**src/hdl/rc3_pkg.sv**
```systemverilog
`timescale 1ns / 1ps
// types and constants shared by the 3x3 rgb convolution block
// no dependencies
package rc3_pkg;

  localparam int unsigned COORD_W = 11;
  localparam int unsigned PIX_W   = 24;
  localparam int unsigned SUM_W   = 21;
  localparam int unsigned NUM_W   = 20;
  localparam int unsigned DIV_W   = 16;
  localparam int unsigned KROW_W  = 24;
  localparam int unsigned DIM_W   = 12;
  localparam int unsigned IDX_W   = 3;

  localparam logic [IDX_W-1:0] REG_IMAGE_WIDTH   = 3'd0;
  localparam logic [IDX_W-1:0] REG_IMAGE_HEIGHT  = 3'd1;
  localparam logic [IDX_W-1:0] REG_KERNEL_TOP    = 3'd2;
  localparam logic [IDX_W-1:0] REG_KERNEL_MIDDLE = 3'd3;
  localparam logic [IDX_W-1:0] REG_KERNEL_BOTTOM = 3'd4;
  localparam logic [IDX_W-1:0] REG_KERNEL_DIV    = 3'd5;

  typedef struct packed {
    logic [7:0] pixel_red;
    logic [7:0] pixel_green;
    logic [7:0] pixel_blue;
    logic       frame_start;
  } pix_in_t;

  typedef struct packed {
    logic [COORD_W-1:0] out_col;
    logic [COORD_W-1:0] out_row;
    logic [7:0]         out_red;
    logic [7:0]         out_green;
    logic [7:0]         out_blue;
    logic               run_last;
  } pix_out_t;

  // window tap k is row k/3 (top first), column k%3 (left first)
  typedef logic [8:0][PIX_W-1:0] win_t;

  typedef struct packed {
    logic               int_v;
    logic               bord_v;
    logic [COORD_W-1:0] x;
    logic [COORD_W-1:0] y;
    logic [PIX_W-1:0]   px;
    win_t               win;
  } entry_t;

  typedef struct packed {
    logic [DIM_W-1:0] image_width;
    logic [DIM_W-1:0] image_height;
  } geom_t;

  typedef struct packed {
    logic [KROW_W-1:0] row_top;
    logic [KROW_W-1:0] row_middle;
    logic [KROW_W-1:0] row_bottom;
    logic [DIV_W-1:0]  divisor;
  } kern_t;

endpackage

```
**src/hdl/rc3_queue.sv**
```systemverilog
`timescale 1ns / 1ps
// two entry queue between front and back
// depends on rc3_pkg
module rc3_queue (
  input  logic            clk,
  input  logic            rst_n,
  input  logic            push,
  input  rc3_pkg::entry_t push_data,
  output logic            full,
  input  logic            pop,
  output logic            valid,
  output rc3_pkg::entry_t pop_data
);
  import rc3_pkg::*;

  entry_t     slot_r [2];
  logic       wp_r, wp_nxt;
  logic       rp_r, rp_nxt;
  logic [1:0] cnt_r, cnt_nxt;

  assign full     = (cnt_r == 2'd2);
  assign valid    = (cnt_r != 2'd0);
  assign pop_data = slot_r[rp_r];

  always_comb begin
    wp_nxt  = push ? ~wp_r : wp_r;
    rp_nxt  = pop ? ~rp_r : rp_r;
    cnt_nxt = cnt_r + {1'b0, push} - {1'b0, pop};
  end

  always_ff @(posedge clk) begin
    if (!rst_n) begin
      wp_r  <= 1'b0;
      rp_r  <= 1'b0;
      cnt_r <= 2'd0;
    end else begin
      wp_r  <= wp_nxt;
      rp_r  <= rp_nxt;
      cnt_r <= cnt_nxt;
    end
    if (push) begin
      slot_r[wp_r] <= push_data;
    end
  end

endmodule

```
**config.mk**
```make
export PLATFORM = sky130hd
export DESIGN_NAME = rc3_queue
export DESIGN_NICKNAME = d
export VERILOG_FILES = /design/src/hdl/rc3_pkg.sv /design/src/hdl/rc3_queue.sv
export SDC_FILE = /design/constraint.sdc
export NUM_CORES = 1
export LEC_CHECK = 0
export ABC_AREA = 1
export ABC_CLOCK_PERIOD_IN_PS = 15250
export BUFFER_PORTS_ARGS = -buffer_cell sky130_fd_sc_hd__buf_2
export CORE_MARGIN = 4
export CORE_UTILIZATION = 30
export CTS_CLUSTER_DIAMETER = 100
export DETAILED_ROUTE_END_ITERATION = 10
export HOLD_SLACK_MARGIN = 0.02
export PLACE_DENSITY = 0.49
export SYNTH_ARGS = -nofsm -noshare
export SYNTH_HDL_FRONTEND = slang
export SYNTH_SLANG_ARGS = --single-unit
```
**constraint.sdc**
```tcl
create_clock -name clk -period 15.25 [get_ports clk]
set_clock_uncertainty 0.15 [all_clocks]
set_input_delay 1.525 -clock clk [delete_from_list [all_inputs] [get_ports clk]]
set_output_delay 1.525 -clock clk [all_outputs]
set_load 0.05 [all_outputs]
```
### Word-level counts from Yosys, hierarchy flattened

Memory sizes are Yosys's and may differ from the RTL's. A register that Yosys moved wholly into a read port is not among the register bits.
Index checks and enable logic that the tools add are counted.

| word-level totals | value |
|---|---|
| memories | 1 |
| bits of input ports | 268 |
| memory bits (writable) | 528 |
| bits in registers | 4 |
| output and inout port bits | 266 |
| word-level logic and storage cells | 14 |

Memories:

| name | depth | bits a word | read ports | clocked after Yosys merged registers in | wr ports | RTL line | source |
|---|---|---|---|---|---|---|---|
| slot_r | 2 | 264 | 1 | 1 | 1 | rc3_queue.sv:16 | `entry_t slot_r [2];` |

| operators by class | value |
|---|---|
| multiplexer cells | 4 |
| equality and inequality tests | 1 |
| reduce and logical (&&, ||, !) cells | 1 |
| add/subtract/negate cells | 2 |
| bitwise gates (word level) | 2 |

Operators by type and width:

| cell | number |
|---|---|
| 1-bit two-way mux | 4 |
| 2-bit by 1-bit adder with 2-bit output | 1 |
| 2-bit equality test, second input constant | 1 |
| 1-bit NOT | 2 |
| 2-bit nonzero test | 1 |
| 2-bit by 1-bit subtractor with 2-bit output | 1 |

### Longest topological paths before layout

| logic depth | value |
|---|---|
| depth after elaboration | 3 |
| gate-level depth with buffers | 9 |

### Worst setup path after synthesis

No wires, ideal clock.

| timing path | value |
|---|---|
| kind | input port to flip-flop |
| start | input push |
| end | memory slot_r[0][0] (netlist name) (enable) |
| data required time | 14.199 ns |
| stages on the path | 2 |
| path buffers | 0 |
| library setup time | 0.901 ns |
| arrival | 12.592 ns |
| slack | 1.606 ns |
| cell sequence | inv_1 -> nor2_1 |

| on the way | value |
|---|---|
| longest elaborated chain between the ends | 2 |

RTL lines:

| element | RTL line | source |
|---|---|---|
| start: declaration | rc3_queue.sv:7 | `input logic push,` |
| 1-bit two-way mux | rc3_queue.sv:41 | `if (push) begin` |
| 1-bit two-way mux (not written as such) | rc3_queue.sv:42 | `slot_r[wp_r] <= push_data;` |
| end: declaration | rc3_queue.sv:16 |  |

Every way passes these cells.

==> results.toml <==
[critical_path]
cpPeakStageDelay_ns = 0.89
crit_path_start_kind = "register"
cp-end-kind = "output pin"
required_ns = 13.58
worstPathArrival_ns = 3.86
worst_path_most_repeated_cell = "buf_4"
crit_slowest_cell = "dfxtp_4"
crit_buf_inv = 3
critPathMaxFanout = 69
cp_top_family = "buffers and inverters"
crit_type = "register to output pin"
worstPathCellList = "buf_4 > buf_4 > mux2_2 > buf_2"

[timing]
tightest_slew_ns = 1.04
finalHoldViolations = 0
drv_slew = 0
min_period_ns = 5.53
finalCritPeriodShare = 0.363
setup_viol = 0
fmax_ghz = 0.181
setup_tns_ns = 0
rsz0062_at_grt = "no"
relSlewSlack = 0.307
fin_hold_ws_ns = 0.346

[worst_hold_path]
hp-class = "register to register"

[logic_synthesis]
seq_area_frac_synth = 0.821
yosysUniqueCellTypes = 11
synthesis.area_sq_mm = 0.0194
synth_area_per_cell_sq_um = 22.8
yosys_warnings = 0
synth.ff_latch_count = 533
syn_nets = 1124
synthCells = 854

[floorplanning]
die_area_sq_mm = 0.0689
die_y_um = 263
rows = 93
die_x_um = 263
initial_utilization = 0.302
ios = 534
floorplan.core_area_sq_mm = 0.0643

[cts]
ctsResizeCount = 0
hold_buffers = 0
cts_num_sinks = 533
worst_skew_pair.late_latency_ns = 0.58
clk_pin_slew_ns = 0.05
root_buffer = "clkbuf_16"
cts_max_level = 2
cts_setup_buffers = 0
cts_made_buffers = 57
clk_path_buf_depth = 3
cts_tree = "yes"

[drt]
wl_um = 44800
drtIter0Drc = 561
drt-pass1-iter-count = 5
drcViolationCount = 0
dr_total_vias = 10000
avgViaCountPerCell = 4.30
ant_nets = 0
detail_route.wl_per_cell_um = 19.2

[global_routing]
antenna_found_initial = 10
grt_pass1_vias = 10500
grt_pass1_wl_um = 65500
grt_max_degree = 123
track_usage = 0.123
overflow = 0

[power_and_ir_drop]
p_sw_mw = 0.919
power_density_mw_per_mm2 = 144
power.leakage_nw = 9.13
p_seq_frac = 0.485
combPwrFrac = 0.137
vdd.ir_drop.worst_uv = 95.8
power.internal_mw = 2.63
switching_share = 0.259
p_clk_frac = 0.378

[placed_design]
io_buffers = 533
dpl.hpwl_um = 30200
place_area_sq_mm = 0.0229
place_congestion = 0.794
place_inst = 2222

[finish]
layout_common_cells = "buf_2 (533), edfxtp_1 (528), mux2_2 (264), clkbuf_16 (57)"
layoutNonFillerInstCount = 2327
drive_gt1_frac = 0.607
layout_commonest_cell = "buf_2"
area_growth_pct = 27.2
final_nets = 1696
nFillCells = 5956
fin_area_sq_mm = 0.0247

[run]
maxCapViolCount = 0

[run_status]
status = "completed"
[per-stage QoR]
stage / setup slack, ns / util / total power [mW]
floorplan: 1.61 / - / 2.13
global placement: 10.23 / 0.356 / 2.24
detailed placement: 10.20 / 0.356 / 2.24
CTS: 9.57 / 0.384 / 3.61
global route: 9.48 / 0.384 / 3.69
finish: 9.72 / 0.384 / 3.55
[tightest hold or removal path, delay by kind of cell (launching register included)]
family | cells | cell delay [ns]
DFF | 1 | 0.32
and+or+nand+nor | 2 | 0.14
[per-layer routing]
layer,track usage,share of wire
met1,0.151,0.40
met2,0.207,0.49
met3,0.0424,0.079
met4,0.0336,0.022
met5,0,0.0014
[registers in the layout, indices dropped and copies added, names as in the netlist, named ones only]
signal / flops
cnt_r: 2
rp_r: 1
slot_r: 528
wp_r: 1
[cells in the mapped netlist]
| cell type | number | area share |
|---|---|---|
| edfxtp_1 | 528 | 0.82 |
| buf_6 | 6 | 0.0035 |
| ha_1 | 2 | 0.0013 |
| nand3_1 | 1 | 0.00026 |
| mux2_2 | 264 | 0.15 |
| inv_1 | 7 | 0.0014 |
| a21oi_1 | 1 | 0.00026 |
| nand2_1 | 9 | 0.0017 |
| nor2_1 | 8 | 0.0015 |
| clkbuf_8 | 23 | 0.016 |
| dfxtp_1 | 5 | 0.0051 |
[kinds of logic after synthesis]
logic type               Yosys count  share of synthesized area
AO/OA/AOI/OAI                      1                   0.000257
buffers and inverters             36                     0.0211
multiplexers                     264                      0.153
flip-flops                       533                      0.821
adder cells (fa/ha/maj)            2                    0.00129
AND/OR/NAND/NOR                   18                    0.00354
[layout make-up]
class,count,area (sq um),area share
Clock inverter,27,269,0.0109
Sequential cell,533,16000,0.646
Inverter,7,33.8,0.00137
Antenna cell,5,12.5,0.000506
Multi-Input combinational cell,285,3080,0.125
Tap cell,855,1070,0.0433
Clock buffer,73,1560,0.0630
Timing Repair Buffer,542,2740,0.111
[path summary, 6_finish.rpt]
check           start       endpoint  slack, ns  depth (start not counted)
max          register   pop_data[64]       9.72                          4
min              rp_r       register       0.35                          2
max reg2reg      wp_r  slot_r[1][56]      11.66                          4
min reg2reg      rp_r       register       0.35                          2
[power groups by stage]
stage                     Sequential, mW  Clock (mW)  Combinational [mW]
after floorplan                     1.77           0               0.368
after global placement              1.75           0               0.487
after detailed placement            1.75           0               0.492
after CTS                           1.72        1.39               0.493
after global routing                1.73        1.45               0.510
final                               1.72        1.34               0.485
Power figures use the tool's default switching activity.
