File: src/hdl/rc3_pkg.sv
`timescale 1ns / 1ps
// types and constants shared by the 3x3 rgb convolution block
// no dependencies
package rc3_pkg;

  localparam int unsigned COORD_W = 11;
  localparam int unsigned PIX_W   = 24;
  localparam int unsigned SUM_W   = 21;
  localparam int unsigned NUM_W   = 20;
  localparam int unsigned DIV_W   = 16;
  localparam int unsigned KROW_W  = 24;
  localparam int unsigned DIM_W   = 12;
  localparam int unsigned IDX_W   = 3;

  localparam logic [IDX_W-1:0] REG_IMAGE_WIDTH   = 3'd0;
  localparam logic [IDX_W-1:0] REG_IMAGE_HEIGHT  = 3'd1;
  localparam logic [IDX_W-1:0] REG_KERNEL_TOP    = 3'd2;
  localparam logic [IDX_W-1:0] REG_KERNEL_MIDDLE = 3'd3;
  localparam logic [IDX_W-1:0] REG_KERNEL_BOTTOM = 3'd4;
  localparam logic [IDX_W-1:0] REG_KERNEL_DIV    = 3'd5;

  typedef struct packed {
    logic [7:0] pixel_red;
    logic [7:0] pixel_green;
    logic [7:0] pixel_blue;
    logic       frame_start;
  } pix_in_t;

  typedef struct packed {
    logic [COORD_W-1:0] out_col;
    logic [COORD_W-1:0] out_row;
    logic [7:0]         out_red;
    logic [7:0]         out_green;
    logic [7:0]         out_blue;
    logic               run_last;
  } pix_out_t;

  // window tap k is row k/3 (top first), column k%3 (left first)
  typedef logic [8:0][PIX_W-1:0] win_t;

  typedef struct packed {
    logic               int_v;
    logic               bord_v;
    logic [COORD_W-1:0] x;
    logic [COORD_W-1:0] y;
    logic [PIX_W-1:0]   px;
    win_t               win;
  } entry_t;

  typedef struct packed {
    logic [DIM_W-1:0] image_width;
    logic [DIM_W-1:0] image_height;
  } geom_t;

  typedef struct packed {
    logic [KROW_W-1:0] row_top;
    logic [KROW_W-1:0] row_middle;
    logic [KROW_W-1:0] row_bottom;
    logic [DIV_W-1:0]  divisor;
  } kern_t;

endpackage

File: src/hdl/rc3_back.sv
`timescale 1ns / 1ps
// back end: tap by tap multiply accumulate, bit serial divide, clamp, output register
// depends on rc3_pkg
module rc3_back (
  input  logic              clk,
  input  logic              rst_n,
  input  rc3_pkg::kern_t    kern,
  input  logic              q_valid,
  input  rc3_pkg::entry_t   q_data,
  output logic              q_pop,
  output logic              out_valid,
  input  logic              out_stall,
  output rc3_pkg::pix_out_t out_data
);
  import rc3_pkg::*;

  localparam logic [2:0] B_IDLE  = 3'd0;
  localparam logic [2:0] B_MAC   = 3'd1;
  localparam logic [2:0] B_DIV   = 3'd2;
  localparam logic [2:0] B_OINT  = 3'd3;
  localparam logic [2:0] B_OBORD = 3'd4;

  logic [2:0]              state_r, state_nxt;
  entry_t                  ent_r;
  logic [3:0]              tap_r;
  logic [1:0]              krow_r, kcol_r;
  logic [4:0]              step_r;
  logic signed [SUM_W-1:0] acc_r [3];
  logic signed [SUM_W-1:0] acc_nxt [3];
  logic [NUM_W-1:0]        num_r [3];
  logic [DIV_W-1:0]        rem_r [3];
  logic [NUM_W-1:0]        quo_r [3];
  logic [DIV_W-1:0]        dv_r;
  logic                    out_valid_r;
  pix_out_t                out_r;

  logic [PIX_W-1:0]        tap_px;
  logic [KROW_W-1:0]       row_bits;
  logic signed [7:0]       wt;
  logic signed [16:0]      prod [3];
  logic [DIV_W:0]          rem_sh [3];
  logic                    ge [3];
  logic [7:0]              res [3];
  logic                    out_free;

  assign out_free = !out_valid_r || !out_stall;
  assign q_pop    = (state_r == B_IDLE) && q_valid;

  always_comb begin
    tap_px = ent_r.win[tap_r];
    unique case (krow_r)
      2'd0:    row_bits = kern.row_top;
      2'd1:    row_bits = kern.row_middle;
      default: row_bits = kern.row_bottom;
    endcase
    wt = $signed(row_bits[8*kcol_r +: 8]);
    for (int ch = 0; ch < 3; ch++) begin
      prod[ch]    = $signed({1'b0, tap_px[8*ch +: 8]}) * wt;
      acc_nxt[ch] = acc_r[ch] + SUM_W'(prod[ch]);
      rem_sh[ch]  = {rem_r[ch], num_r[ch][NUM_W-1]};
      ge[ch]      = rem_sh[ch] >= {1'b0, dv_r};
      res[ch]     = (|quo_r[ch][NUM_W-1:8]) ? 8'd255 : quo_r[ch][7:0];
    end
  end

  always_comb begin
    state_nxt = state_r;
    unique case (state_r)
      B_IDLE: begin
        // a pixel that completes no window and is not on the border owes nothing
        if (q_valid) begin
          if (q_data.int_v) begin
            state_nxt = B_MAC;
          end else if (q_data.bord_v) begin
            state_nxt = B_OBORD;
          end
        end
      end
      B_MAC:   if (tap_r == 4'd8) state_nxt = B_DIV;
      B_DIV:   if (step_r == 5'(NUM_W - 1)) state_nxt = B_OINT;
      B_OINT:  if (out_free) state_nxt = ent_r.bord_v ? B_OBORD : B_IDLE;
      B_OBORD: if (out_free) state_nxt = B_IDLE;
      default: state_nxt = B_IDLE;
    endcase
  end

  always_ff @(posedge clk) begin
    if (!rst_n) begin
      state_r     <= B_IDLE;
      out_valid_r <= 1'b0;
    end else begin
      state_r <= state_nxt;
      if (((state_r == B_OINT) || (state_r == B_OBORD)) && out_free) begin
        out_valid_r <= 1'b1;
      end else if (!out_stall) begin
        out_valid_r <= 1'b0;
      end
    end
    if (q_pop) begin
      ent_r  <= q_data;
      tap_r  <= 4'd0;
      krow_r <= 2'd0;
      kcol_r <= 2'd0;
      for (int ch = 0; ch < 3; ch++) acc_r[ch] <= '0;
    end
    if (state_r == B_MAC) begin
      tap_r <= tap_r + 4'd1;
      if (kcol_r == 2'd2) begin
        kcol_r <= 2'd0;
        krow_r <= krow_r + 2'd1;
      end else begin
        kcol_r <= kcol_r + 2'd1;
      end
      for (int ch = 0; ch < 3; ch++) acc_r[ch] <= acc_nxt[ch];
      if (tap_r == 4'd8) begin
        // negative sums clamp to zero anyway, so only positive ones are divided
        step_r <= 5'd0;
        dv_r   <= (kern.divisor == '0) ? DIV_W'(1) : kern.divisor;
        for (int ch = 0; ch < 3; ch++) begin
          num_r[ch] <= (acc_nxt[ch] > 0) ? NUM_W'(acc_nxt[ch]) : '0;
          rem_r[ch] <= '0;
          quo_r[ch] <= '0;
        end
      end
    end
    if (state_r == B_DIV) begin
      step_r <= step_r + 5'd1;
      for (int ch = 0; ch < 3; ch++) begin
        num_r[ch] <= {num_r[ch][NUM_W-2:0], 1'b0};
        quo_r[ch] <= {quo_r[ch][NUM_W-2:0], ge[ch]};
        rem_r[ch] <= ge[ch] ? DIV_W'(rem_sh[ch] - {1'b0, dv_r}) : rem_sh[ch][DIV_W-1:0];
      end
    end
    if ((state_r == B_OINT) && out_free) begin
      out_r.out_col   <= ent_r.x - COORD_W'(1);
      out_r.out_row   <= ent_r.y - COORD_W'(1);
      out_r.out_red   <= res[0];
      out_r.out_green <= res[1];
      out_r.out_blue  <= res[2];
      out_r.run_last  <= !ent_r.bord_v;
    end
    if ((state_r == B_OBORD) && out_free) begin
      out_r.out_col   <= ent_r.x;
      out_r.out_row   <= ent_r.y;
      out_r.out_red   <= ent_r.px[7:0];
      out_r.out_green <= ent_r.px[15:8];
      out_r.out_blue  <= ent_r.px[23:16];
      out_r.run_last  <= 1'b1;
    end
  end

  assign out_valid = out_valid_r;
  assign out_data  = out_r;

`ifndef SYNTHESIS
  a_div_exit: assert property (@(posedge clk) disable iff (!rst_n)
    (state_r == B_DIV) |=> (state_r == B_DIV || state_r == B_OINT))
    else $error("divide left to an unexpected state");
  a_out_hold: assert property (@(posedge clk) disable iff (!rst_n)
    (out_valid_r && out_stall) |=> out_valid_r)
    else $error("stalled result dropped");
  a_pop_idle: assert property (@(posedge clk) disable iff (!rst_n)
    q_pop |-> (state_r == B_IDLE && q_valid))
    else $error("queue popped while busy");
`endif

endmodule
File: config.mk
export PLATFORM = sky130hd
export DESIGN_NAME = rc3_back
export DESIGN_NICKNAME = d
export VERILOG_FILES = /design/src/hdl/rc3_pkg.sv /design/src/hdl/rc3_back.sv
export SDC_FILE = /design/constraint.sdc
export NUM_CORES = 1
export LEC_CHECK = 0
export ABC_AREA = 1
export ABC_CLOCK_PERIOD_IN_PS = 32299
export BUFFER_PORTS_ARGS = -buffer_cell sky130_fd_sc_hd__buf_2
export CORE_MARGIN = 4
export CORE_UTILIZATION = 35
export CTS_CLUSTER_SIZE = 8
export DETAILED_ROUTE_END_ITERATION = 8
export MAX_ROUTING_LAYER = met4
export PLACE_DENSITY = 0.63
export SLEW_MARGIN = 20
export SYNTH_ARGS = -nofsm -noshare
export SYNTH_HDL_FRONTEND = slang
export SYNTH_SLANG_ARGS = --single-unit
File: constraint.sdc
create_clock -name clk -period 32.3 [get_ports clk]
set_input_delay 3.23 -clock clk [delete_from_list [all_inputs] [get_ports clk]]
set_output_delay 3.23 -clock clk [all_outputs]
set_load 0.1 [all_outputs]
Word level (Yosys, flattened, before mapping)
Memories as Yosys holds them, arrays and structs flattened.
Cells that the tools add are included.
W data, S select, Z words.

storage, ports and cells
  output and inout bits = 49
  bits in read-only memories = 0
  bits in registers = 343
  word-level logic and storage cells = 159
  memories kept = 4
  bits in latches = 0
  memory bits (writable) = 231
  input port bits = 356

operators by class
  add/sub/neg operators = 12
  shifts and indexed selects = 1
  bitwise gates (word level) = 12
  muxes and demuxes = 57
  equal/unequal tests = 15
  magnitude comparators = 7
  reductions and logical operators = 22
  multiply operators = 3
  divide/modulo/power cells = 0

memory list
  name   words  bits a word  read ports  clocked after memory_dff  wr ports  RTL line        source
  acc_r  3      21           3           0                         3         rc3_back.sv:28  logic signed [SUM_W-1:0] acc_r [3];
  num_r  3      20           3           0                         3         rc3_back.sv:30  logic [NUM_W-1:0] num_r [3];
  quo_r  3      20           3           0                         3         rc3_back.sv:32  logic [NUM_W-1:0] quo_r [3];
  rem_r  3      16           3           0                         3         rc3_back.sv:31  logic [DIV_W-1:0] rem_r [3];

operator list
  kind                     number
  $mux W20                 9
  $bmux W24 S4             1
  $mux W16                 6
  $mux W47                 2
  $add A21 B17 Y21         3
  $gt A21 B1 Y1 const B    3
  $mux W21                 3
  $ge A17 B16 Y1           3
  $mul A9 B8 Y17           3
  $pmux W24 S2             1
  $sub A16 B16 Y16         3
  $reduce_or A12 Y1        3
  $mux W24                 1
  $mux W3                  8
  $mux W8                  3
  $shiftx A24 B6 Y8        1
  $sub A11 B1 Y11 const B  2
  $logic_not A16 Y1        1
  $mux W5                  3
  $pmux W3 S5              1
  $mux W2                  6
  $or A1 B1 Y1             12
  $mux W1                  11
  $mux W4                  2
  other kinds (22)         38

Depth between registers and ports, before layout
  depth in word-level cells = 8
  gate-level depth with buffers = 38

Least setup slack after synthesis
Ideal clock, no wire load.

  kind = input -> register
  start point = in q_valid
  end point = mem acc_r[0][0] (enable)
  library setup time = 429 ps
  setup slack = 13442 ps
  data arrival time = 18429 ps
  stages = 4
  buffers on the path = 0
  path through = inv_1 -> nor2_1 -> inv_1 -> nand2_1

RTL lines
  element          RTL line        source
  start, declared  rc3_back.sv:8   input logic q_valid,
  end, declared    rc3_back.sv:28

==> results.py <==
metrics = {
    "cts": {
        "clk_path_buf_depth": 3,
        "root_buffer": "clkbuf_16",
        "clkSinkCount": 574,
        "clkTransAtPathRegs_ns": 0.05,
        "cts_tree": "done",
        "cts_made_buffers": 82,
        "clkLatencyLatePin_ns": 0.65,
        "cts.repair.resized": 0,
        "htree_levels": 3,
        "postCtsSetupRepairBufs": 0,
        "cts_hold_buf": 0,
    },
    "synth": {
        "synth_cells": 3710,
        "synth-edff-count": 567,
        "synth_flop_cell": "edfxtp_1",
        "synth_area_leaders": "edfxtp_1 (48%), fa_1 (8.7%), ha_1 (8.7%), nand2_1 (6.5%), inv_1 (6.1%)",
        "synth_most_common_cell": "nand2_1",
        "syn_nets": 4470,
        "ys_seq_area_share_pct": 48.1,
        "yosys_warnings": 0,
        "syn_area_sq_um": 35700,
        "synth_top_area_share_pct": 47.7,
        "avgSynthCellArea_sq_um": 9.62,
        "synth_cell_types": 52,
        "async_flop_share_pct": 0,
        "ys_top_cells_by_count": "nand2_1 (614), inv_1 (580), edfxtp_1 (567)",
        "ys_ff_latch": 574,
        "synth.largest_area_cell": "edfxtp_1",
    },
    "worst_setup_path": {
        "crit_arrival_ns": 9.71,
        "slowest_delay_ns": 0.66,
        "reg2reg_depth": 28,
        "cp.required_ns": 32.68,
        "worstSetupEndpointType": "flip-flop",
        "crit_top_cell": "fa_1",
        "crit_type": "in -> reg",
        "critPathLaunchType": "input port",
        "crit_fanout": 20,
        "crit_slowest_cell": "o21a_1",
        "crit_chain": "buf_2, o21ai_0, nor2_1, a31oi_1, o21a_1, inv_1, nand2_1, fa_1, fa_1, inv_1, fa_1, fa_1, fa_1, ha_1, a21oi_1, nand2_1, xnor2_1, nand3_1, nor2_1, nand2_1, nor2_1, nand3_1, nand4_1, nand2_1",
    },
    "timing": {
        "fmax_ghz": 0.107,
        "fin_crit_sh_pct": 28.9,
        "min_period_ns": 9.34,
        "worst_pin_slew_ns": 1.15,
        "finalHoldViolations": 0,
        "setup_tns_ns": 0,
        "rsz0062_at_grt": "false",
        "holdWs_ns": 0.473,
        "setup_violations": 0,
        "slew_viol_final": 0,
        "relSlewSlack_pct": 22.7,
        "fin_ws_ns": 22.96,
        "fin_worst_skew_ns": 0.0456,
    },
    "grt": {
        "overflow": 0,
        "grt_pass1_wl_mm": 147,
        "antenna_found_initial": 24,
        "grt_pass1_vias": 27000,
        "grt_start_max_net_pins": 202,
        "grt_usage_pct": 17.8,
    },
    "floorplan": {
        "die_w_um": 327,
        "io_pins": 405,
        "die_h_um": 327,
        "num_rows": 116,
        "start_util_pct": 35.5,
        "die-area_sq_um": 107000,
        "core_sq_um": 101000,
    },
    "detailed_routing": {
        "drc": 0,
        "drt-vias-per-instance": 4.89,
        "drtPass1Iterations": 6,
        "drtIter0Drc": 1908,
        "ant_nets": 0,
        "wl_per_cell_um": 17.1,
        "vias": 26900,
        "wirelength_mm": 93.7,
    },
    "final_layout": {
        "multiInputGateArea_sq_um": 15700,
        "final_cell_area_sq_um": 41400,
        "area_growth_syn_to_layout_pct": 15.9,
        "regArea_sq_um": 17200,
        "nNetsFinal": 4840,
        "drive_gt1_share_pct": 13.6,
        "final.fill_count": 10000,
    },
    "job": {
        "maxCapViolations": 0,
    },
    "place": {
        "pre_cts_ws_ns": 22.30,
        "gp_congestion": 0.936,
        "hpwl_mm": 68.8,
        "dpl_cell_area_sq_um": 39000,
        "port_buffers": 404,
    },
    "hold_path": {
        "min_path_cells": 2,
        "min_path_type": "reg -> reg",
    },
    "outcome": {
        "status": "completed",
    },
}
## worst max-delay path, delay by kind of cell
family | cells | cell delay [ns]
fa+ha+maj | 6 | 2.84
compound gates | 4 | 1.18
buf+inv | 3 | 0.45
xor+xnor | 1 | 0.34
simple gates | 10 | 1.63
## sequential cells by signal, indices dropped and copies added (netlist names)
name       cells
tap_r          4
quo_r         60
krow_r         2
ent_r        263
state_r        3
rem_r         48
kcol_r         2
dv_r          16
out_valid      1
acc_r         63
step_r         5
out_data      47
num_r         60
## worst paths after layout
| path | slack (ns) | end | startpoint |
|---|---|---|---|
| worst min-delay path | 0.47 | out_data[0] | out_data[0] |
| worst min register to register | 0.47 | out_data[0] | out_data[0] |
| worst max register to register | 24.15 | num_r[0][24] | tap_r[0] |
| worst max-delay path | 22.96 | num_r[0][57] | kern[29] |
## area by class of cell
type	count	area share, %
sequential	574	41.5
multi-input combinational	2403	37.9
inverter	591	5.37
timing repair buffer	428	5.37
clock buffer	104	5.16
tap	1357	4.10
clock inverter	9	0.408
antenna	23	0.139
## through the flow
stage | util (%) | instances
floorplan | - | 3710
global placement | 38.7 | 5351
detailed placement | 38.7 | 5351
CTS | 41.0 | 5464
global route | 41.1 | 5487
finish | 41.1 | 5489
## layer usage
layer / global-route usage (%) / part of all wire, % / wire [um]
met5: - / 0 / 0
met4: 6.98 / 3.5 / 3240
met1: 21.9 / 43 / 40100
met3: 2.89 / 5.6 / 5260
met2: 29.3 / 48 / 45100
## logic make-up (layout without fill, tap and decap cells)
kind of cell    after synthesis  after routing  share of synthesized area (%)
buf+inv                     733           1132                           8.12
fa+ha+maj                   404            404                           17.4
xor+xnor                     58             58                           1.42
simple gates               1431           1431                           16.8
compound gates              510            510                           8.14
flops                       574            574                           48.1
other cells                   0             23                              0
## layout by cell type (no fill, tap or decap), types with 85 or more instances in the layout
master and n:
nand2_1 612, o21ai_0 246, a21oi_1 129, nand3_1 138
fa_1 156, inv_1 579, nor2_1 501, ha_1 247
buf_2 404, edfxtp_1 567, nand4_1 85
Power is not shown: default switching activity piles up to over one toggle a cycle in this logic, so the estimate is an artifact.
